[src/hdl/htb_pkg.sv]
package htb_pkg;

	// line_mode codes
	localparam logic [2:0] MODE_TEXT = 3'd0;
	localparam logic [2:0] MODE_LF   = 3'd1;
	localparam logic [2:0] MODE_CR   = 3'd2;
	localparam logic [2:0] MODE_CRLF = 3'd3;
	localparam logic [2:0] MODE_HEX  = 3'd4;

	localparam logic [7:0] QUOTE_CH = 8'h22;
	localparam logic [7:0] LF_CH    = 8'h0A;
	localparam logic [7:0] CR_CH    = 8'h0D;
	localparam logic [7:0] ZERO_CH  = 8'h30;
	localparam logic [7:0] LOW_X_CH = 8'h78;
	localparam logic [7:0] UP_X_CH  = 8'h58;

	localparam int NUM_SLOTS = 3;

	typedef struct packed {
		logic [7:0] byte_val;
		logic       valid;
		logic       bad;
		logic       oq;
		logic       eom;
	} res_t;

	typedef struct packed {
		logic       ok;
		logic [3:0] nib;
	} hex_nib_t;

	function automatic logic is_space(input logic [7:0] c);
		return (c inside {8'h20, [8'h09:8'h0D]});
	endfunction

	function automatic hex_nib_t hex_val(input logic [7:0] c);
		hex_nib_t r;
		r.ok  = 1'b1;
		r.nib = 4'd0;
		if (c inside {[8'h30:8'h39]}) begin
			r.nib = c[3:0];
		end else if (c inside {[8'h61:8'h66], [8'h41:8'h46]}) begin
			r.nib = c[3:0] + 4'd9;
		end else begin
			r.ok = 1'b0;
		end
		return r;
	endfunction

endpackage

[src/hdl/hex_text_to_bytes_parser.sv]
// Channel  | handshake              | payload
// ---------+------------------------+-----------------------------------------------
// input    | in_valid / in_stall    | ch[7:0], last_char
// output   | out_valid / out_stall  | out_byte[7:0], byte_valid, bad_hex,
//          |                        | open_quote, end_of_message
// config   | cfg_we                 | cfg_wdata[2:0] (line_mode)
//
// One character is taken per cycle into the input register while in_stall is
// low; it is decoded there and its 0 to 3 results land in the result buffer.
// Hex mode and plain text sustain one transfer per cycle while out_stall is low;
// bytes appended at a line ending leave one at a time by the single output port.
// Reset clears line_mode to plain text and the hex parser to its start state.
// A stalled output holds the buffer; the input stalls only while the waiting
// character has results and the buffer cannot empty in this cycle.
module hex_text_to_bytes_parser
	import htb_pkg::*;
(
	input  logic       clk,
	input  logic       arst_n,
	input  logic       cfg_we,
	input  logic [2:0] cfg_wdata,
	input  logic       in_valid,
	output logic       in_stall,
	input  logic [7:0] ch,
	input  logic       last_char,
	output logic       out_valid,
	input  logic       out_stall,
	output logic [7:0] out_byte,
	output logic       byte_valid,
	output logic       bad_hex,
	output logic       open_quote,
	output logic       end_of_message
);

	logic [2:0] line_mode_q;

	// input register
	logic       valid_s1;
	logic [7:0] ch_s1;
	logic       last_s1;

	// hex parser state
	logic [7:0] held_char_q;
	logic       has_held_q;
	logic       in_quote_q;
	logic       qjo_q;
	logic       at_start_q;

	// result buffer
	res_t       slot_q [NUM_SLOTS];
	logic [1:0] cnt_q;
	logic [1:0] rd_q;

	// decode outputs
	logic [7:0] held_n;
	logic       has_held_n;
	logic       in_quote_n;
	logic       qjo_n;
	logic       at_start_n;
	res_t       res [NUM_SLOTS];
	logic [1:0] n_res;

	logic       hex_emit;
	logic [7:0] hex_byte;
	logic       hex_bad;
	logic       pfx_skip;
	hex_nib_t   hv_hi;
	hex_nib_t   hv_lo;
	hex_nib_t   hv_tail;

	logic in_xfer, out_xfer, buf_free, advance;

	assign hv_hi   = hex_val(held_char_q);
	assign hv_lo   = hex_val(ch_s1);
	assign hv_tail = hex_val(held_n);

	// Hex step: at most one byte per character.
	always_comb begin
		held_n     = held_char_q;
		has_held_n = has_held_q;
		in_quote_n = in_quote_q;
		qjo_n      = qjo_q;
		at_start_n = at_start_q;
		hex_emit   = 1'b0;
		hex_byte   = ch_s1;
		hex_bad    = 1'b0;
		pfx_skip   = 1'b0;
		if (in_quote_q) begin
			// literal mode: first char always passes, a later quote closes
			if (qjo_q) begin
				qjo_n    = 1'b0;
				hex_emit = 1'b1;
			end else if (ch_s1 == QUOTE_CH) begin
				in_quote_n = 1'b0;
			end else begin
				hex_emit = 1'b1;
			end
		end else if (!is_space(ch_s1)) begin
			if (!has_held_q) begin
				if (ch_s1 == QUOTE_CH) begin
					in_quote_n = 1'b1;
					qjo_n      = 1'b1;
					at_start_n = 1'b0;
				end else begin
					held_n     = ch_s1;
					has_held_n = 1'b1;
				end
			end else begin
				// second half of a pair; drop a leading 0x / 0X
				has_held_n = 1'b0;
				at_start_n = 1'b0;
				pfx_skip   = at_start_q && (held_char_q == ZERO_CH) &&
					(ch_s1 == LOW_X_CH || ch_s1 == UP_X_CH);
				if (!pfx_skip) begin
					hex_emit = 1'b1;
					if (hv_hi.ok && hv_lo.ok) begin
						hex_byte = {hv_hi.nib, hv_lo.nib};
					end else begin
						hex_byte = 8'h00;
						hex_bad  = 1'b1;
					end
				end
			end
		end
	end

	// Build the result list for the waiting character.
	always_comb begin
		for (int i = 0; i < NUM_SLOTS; i++) begin
			res[i] = '{byte_val: 8'h00, valid: 1'b1, bad: 1'b0, oq: 1'b0, eom: 1'b0};
		end
		n_res = 2'd0;
		if (line_mode_q == MODE_HEX) begin
			if (hex_emit) begin
				res[0].byte_val = hex_byte;
				res[0].bad      = hex_bad;
				n_res           = 2'd1;
			end else if (last_s1) begin
				n_res = 2'd1;
				if (has_held_n) begin
					// odd digit at the end stands alone
					res[0].byte_val = hv_tail.ok ? {4'h0, hv_tail.nib} : 8'h00;
					res[0].bad      = !hv_tail.ok;
				end else if (qjo_n) begin
					res[0].byte_val = QUOTE_CH;
				end else begin
					res[0].valid = 1'b0;
				end
			end
			if (last_s1) begin
				res[0].eom = 1'b1;
				res[0].oq  = in_quote_n;
			end
		end else begin
			res[0].byte_val = ch_s1;
			n_res           = 2'd1;
			if (last_s1) begin
				case (line_mode_q)
					MODE_LF: begin
						res[1].byte_val = LF_CH;
						n_res           = 2'd2;
					end
					MODE_CR: begin
						res[1].byte_val = CR_CH;
						n_res           = 2'd2;
					end
					MODE_CRLF: begin
						res[1].byte_val = CR_CH;
						res[2].byte_val = LF_CH;
						n_res           = 2'd3;
					end
					default: begin
						n_res = 2'd1;
					end
				endcase
				res[n_res - 2'd1].eom = 1'b1;
			end
		end
	end

	// Handshakes: buffer frees when empty or its final result transfers now.
	assign out_valid = (cnt_q != 2'd0);
	assign out_xfer  = out_valid && !out_stall;
	assign buf_free  = (cnt_q == 2'd0) || (cnt_q == 2'd1 && out_xfer);
	assign advance   = valid_s1 && ((n_res == 2'd0) || buf_free);
	assign in_stall  = valid_s1 && !advance;
	assign in_xfer   = in_valid && !in_stall;

	assign out_byte       = slot_q[rd_q].byte_val;
	assign byte_valid     = slot_q[rd_q].valid;
	assign bad_hex        = slot_q[rd_q].bad;
	assign open_quote     = slot_q[rd_q].oq;
	assign end_of_message = slot_q[rd_q].eom;

	// config register
	always_ff @(posedge clk or negedge arst_n) begin
		if (!arst_n) begin
			line_mode_q <= MODE_TEXT;
		end else if (cfg_we) begin
			line_mode_q <= cfg_wdata;
		end
	end

	// input stage valid
	always_ff @(posedge clk or negedge arst_n) begin
		if (!arst_n) begin
			valid_s1 <= 1'b0;
		end else if (in_xfer) begin
			valid_s1 <= 1'b1;
		end else if (advance) begin
			valid_s1 <= 1'b0;
		end
	end

	// input payload: hold while stalled
	always_ff @(posedge clk) begin
		if (in_xfer) begin
			ch_s1   <= ch;
			last_s1 <= last_char;
		end
	end

	// parser state: in hex mode advance once per character, back to start after the last
	always_ff @(posedge clk or negedge arst_n) begin
		if (!arst_n) begin
			held_char_q <= 8'h00;
			has_held_q  <= 1'b0;
			in_quote_q  <= 1'b0;
			qjo_q       <= 1'b0;
			at_start_q  <= 1'b1;
		end else if (advance) begin
			if (last_s1) begin
				held_char_q <= 8'h00;
				has_held_q  <= 1'b0;
				in_quote_q  <= 1'b0;
				qjo_q       <= 1'b0;
				at_start_q  <= 1'b1;
			end else if (line_mode_q == MODE_HEX) begin
				held_char_q <= held_n;
				has_held_q  <= has_held_n;
				in_quote_q  <= in_quote_n;
				qjo_q       <= qjo_n;
				at_start_q  <= at_start_n;
			end
		end
	end

	// result buffer control
	always_ff @(posedge clk or negedge arst_n) begin
		if (!arst_n) begin
			cnt_q <= 2'd0;
			rd_q  <= 2'd0;
		end else if (advance && n_res != 2'd0) begin
			cnt_q <= n_res;
			rd_q  <= 2'd0;
		end else if (out_xfer) begin
			cnt_q <= cnt_q - 2'd1;
			rd_q  <= rd_q + 2'd1;
		end
	end

	// result buffer payload
	always_ff @(posedge clk) begin
		if (advance && n_res != 2'd0) begin
			for (int i = 0; i < NUM_SLOTS; i++) begin
				slot_q[i] <= res[i];
			end
		end
	end

endmodule

[config.mk]
export PLATFORM = sky130hd
export DESIGN_NAME = hex_text_to_bytes_parser
export DESIGN_NICKNAME = d
export VERILOG_FILES = /design/src/hdl/htb_pkg.sv /design/src/hdl/hex_text_to_bytes_parser.sv
export SDC_FILE = /design/constraint.sdc
export NUM_CORES = 1
export LEC_CHECK = 0
export BUFFER_PORTS_ARGS = -buffer_cell sky130_fd_sc_hd__buf_2
export CORE_MARGIN = 1.5
export CORE_UTILIZATION = 45
export CTS_CLUSTER_DIAMETER = 60
export DETAILED_ROUTE_END_ITERATION = 6
export PLACE_DENSITY = 0.62
export SLEW_MARGIN = 40
export SYNTH_ARGS = -nofsm -noshare
export SYNTH_HDL_FRONTEND = slang
export SYNTH_SLANG_ARGS = --single-unit
[constraint.sdc]
create_clock -name clk -period 5.35 [get_ports clk]
set_input_delay 1.07 -clock clk [delete_from_list [all_inputs] [get_ports clk]]
set_output_delay 1.07 -clock clk [all_outputs]
set_load 0.02 [all_outputs]
==> results_dict.tcl <==
set metrics [dict create \
    status "complete, no violations" \
    first_iter_violations 160 \
    clock_latency_ns 0.30 \
    synthesis.nets 329 \
    boundaryPins 31 \
    hold_viol 0 \
    cp_cell_sequence "inv_1 -> ha_1 -> nor4bb_1 -> a211oi_2 -> a31oi_2 -> mux2i_1 -> ha_1 -> o21bai_1 -> a221o_1 -> a31o_1 -> a211o_4 -> a211o_1 -> o31ai_2" \
    drv_slew 0 \
    critPathArrivalTime_ns 4.46 \
    finalNetCount 353 \
    slew_headroom_pct 48.8 \
    max_stage_delay_ns 0.51 \
    grt_max_degree 23 \
    drt-pass1-iter-count 4 \
    grt_pass1_vias 2314 \
    dieWidth_um 84.5 \
    power_leakage_nw 1.35 \
    min_to "cnt_q[0]$_DFFE_PN0P_" \
    synthToLayoutAreaGrowth_pct 9.81 \
    hold_path_depth 1 \
    clock_skew_ns 0.00328 \
    die_area_um2 7130 \
    clk_pin_slew_ns 0.08 \
    htree_levels 2 \
    cp-end-kind "flip-flop" \
    path_max_fanout 9 \
    coreArea_um2 6390 \
    drc 0 \
    postRouteAntennaNets 0 \
    fmax_ghz 0.232 \
    r2r_end "slot_q[0][7]$_DFFE_PP_" \
    hold_buffers 0 \
    synth-seq-cells 46 \
    ys_seq_area_share_pct 43.0 \
    dp_hpwl_um 5110 \
    worst_slack_ns 1.03 \
    cts_tree "yes" \
    maxCapViolations 0 \
    drive_gt1_share_pct 16.0 \
    yosysWarnings 0 \
    period_minus_slack_ns 4.32 \
    ctsLongestPathBuffers 2 \
    viasPerCell 5.92 \
    fp.dieH_um 84.5 \
    fill_cells 605 \
    ir_drop_mv 0.383 \
    rsz0062_at_grt "no" \
    io_buffers 30 \
    synthFlopType "edfxtp_1" \
    fin_tns_setup_ns 0 \
    critPathRequiredTime_ns 5.49 \
    holdWs_ns 0.534 \
    vias 2372 \
    drt_wl_total_um 6870 \
    reg2reg_depth 13 \
    hold_path.class "reg2reg" \
    grt_use_total_pct 20.1 \
    clockRootBuffer "clkbuf_8" \
    antenna_found_initial 0 \
    final_cell_count_no_fill 401 \
    grt_pass1_wl_um 11300 \
    multi_input_area_um2 1580 \
    synth_area_leaders "edfxtp_1, dfrtp_1, ha_1" \
    worst_pin_slew_ns 0.766 \
    crit_top_cell "ha_1" \
    synth_top_area_share_pct 26.2 \
    dp_slack_ns 1.10 \
    start_kind "flip-flop" \
    num_antenna_cells 0 \
    min-delay-start "cnt_q[0]$_DFFE_PN0P_" \
    synthArstFlopShare_pct 43.5 \
    synth_top_cell_by_area "edfxtp_1" \
    numCtsBuffers 5 \
    ctsResizeCount 0 \
    synth.distinct_cells 70 \
    clock-sinks 46 \
    synth_area_um2 2990 \
    std_cell_rows 29 \
    p_per_area_nw_per_um2 498 \
    overflow 0 \
    finalSetupViolations 0 \
    wl_per_cell_um 17.1 \
    start_util_pct 46.7 \
    synth_enable_flop_cells 26 \
    min_period_over_period_pct 80.7 \
    regToRegStartpoint "ch_s1[0]$_DFFE_PP_" \
    post_cts_buffers 0 \
    seq_area_um2 1280 \
    place_congestion 0.945 \
    crit_type "reg2reg" \
    dp.cells 393 \
    syn_area_per_cell_um2 9.98 \
    netlist_instances 299 \
    critPathSlowestCell "edfxtp_1" \
    rrSetupSlack_ns 1.03 \
]
-- cell type report --
cell class | instances | share of cell area, %
clock buffers | 5 | 2.10
multi-input cells | 223 | 48.1
repair buffers | 30 | 4.58
inverters | 17 | 1.95
well taps | 77 | 2.94
flip-flops and latches | 46 | 39.1
clock inverters | 3 | 1.22
-- state kept, by name, summed over array words and instances, names as in the netlist --
signal	flops
qjo_q	1
ch_s1	8
rd_q	2
held_char_q	8
valid_s1	1
at_start_q	1
in_quote_q	1
slot_q	17
line_mode_q	3
has_held_q	1
last_s1	1
cnt_q	2
-- Yosys cell counts (4+ instances only) --
cell,count
nor2_1,28
edfxtp_1,26
dfrtp_1,19
inv_1,17
nand2_1,17
ha_1,13
a22o_1,10
clkbuf_1,10
a21oi_1,9
and2_1,9
nor2b_1,9
o21ai_0,9
nand2b_1,8
and3_1,7
nor3_1,7
o21ai_1,5
or3_1,5
xor2_1,5
a211oi_1,4
mux2i_1,4
xnor2_1,4
-- power breakdown --
group | switching [mW] | internal (mW) | leakage [nW]
sequential | 0.135 | 0.516 | 0.491
combinational | 0.441 | 0.284 | 0.797
clock | 0.119 | 0.138 | 0.0579
-- layer usage --
layer / global-route usage (%) / share of wire (%)
met4: 4.55 / 0.93
met3: 3.83 / 6.9
met5: 0 / 0
met2: 32.2 / 45
met1: 28.5 / 47
-- critical path: cells and delay by family (launching register included) --
family	cells	cell delay, ns
AO/OA/AOI/OAI	8	2.17
buffers and inverters	1	0.16
flip-flops	1	0.51
AND/OR/NAND/NOR	1	0.35
multiplexers	1	0.48
adder cells (fa/ha/maj)	2	0.48
-- stage by stage --
step | utilization [%] | total power, mW | cell area [um^2]
after global placement | 49.6 | 1.38 | 3170
final | 51.3 | 1.63 | 3280
after detailed placement | 49.6 | 1.38 | 3170
after floorplan | - | 1.17 | 2990
after CTS | 51.3 | 1.64 | 3280
after global routing | 51.3 | 1.75 | 3280
-- kinds of logic after synthesis --
family	count (synthesis)	share of synthesized area (%)
muxes	7	2.47
xor gates and xnor gates	9	2.64
adders and majority gates	13	5.45
DFF	46	43.0
and+or+nand+nor	113	21.0
AOI/OAI and AO/OA	81	21.2
buffers and inverters	30	4.32
-- worst max path at each step --
stage	startpoint	to	slack [ns]
2_1_floorplan	ch_s1[0]$_DFFE_PP_	slot_q[0][7]$_DFFE_PP_	1.52
3_3_place_gp	ch_s1[0]$_DFFE_PP_	slot_q[0][6]$_DFFE_PP_	1.20
3_5_place_dp	ch_s1[0]$_DFFE_PP_	slot_q[0][7]$_DFFE_PP_	1.10
4_1_cts	ch_s1[0]$_DFFE_PP_	slot_q[0][7]$_DFFE_PP_	1.07
5_1_grt	ch_s1[1]$_DFFE_PP_	slot_q[0][7]$_DFFE_PP_	0.77
6_report	ch_s1[0]$_DFFE_PP_	slot_q[0][7]$_DFFE_PP_	1.03
-- cells in the final DEF (no fill, tap or decap), types with 5 or more instances in the layout --
master / Yosys / layout
o21ai_0: 9 / 9
and2_1: 9 / 9
edfxtp_1: 26 / 26
nor3_1: 7 / 7
dfrtp_1: 19 / 19
o21ai_1: 5 / 5
a21oi_1: 9 / 9
nand2_1: 17 / 17
xor2_1: 5 / 5
inv_1: 17 / 17
nand2b_1: 8 / 8
ha_1: 13 / 13
nor2b_1: 9 / 9
and3_1: 7 / 7
nor2_1: 28 / 28
clkbuf_8: 0 / 5
a22o_1: 10 / 10
buf_2: 1 / 30
or3_1: 5 / 5
Note: power is estimated with default switching activity, not from simulation.
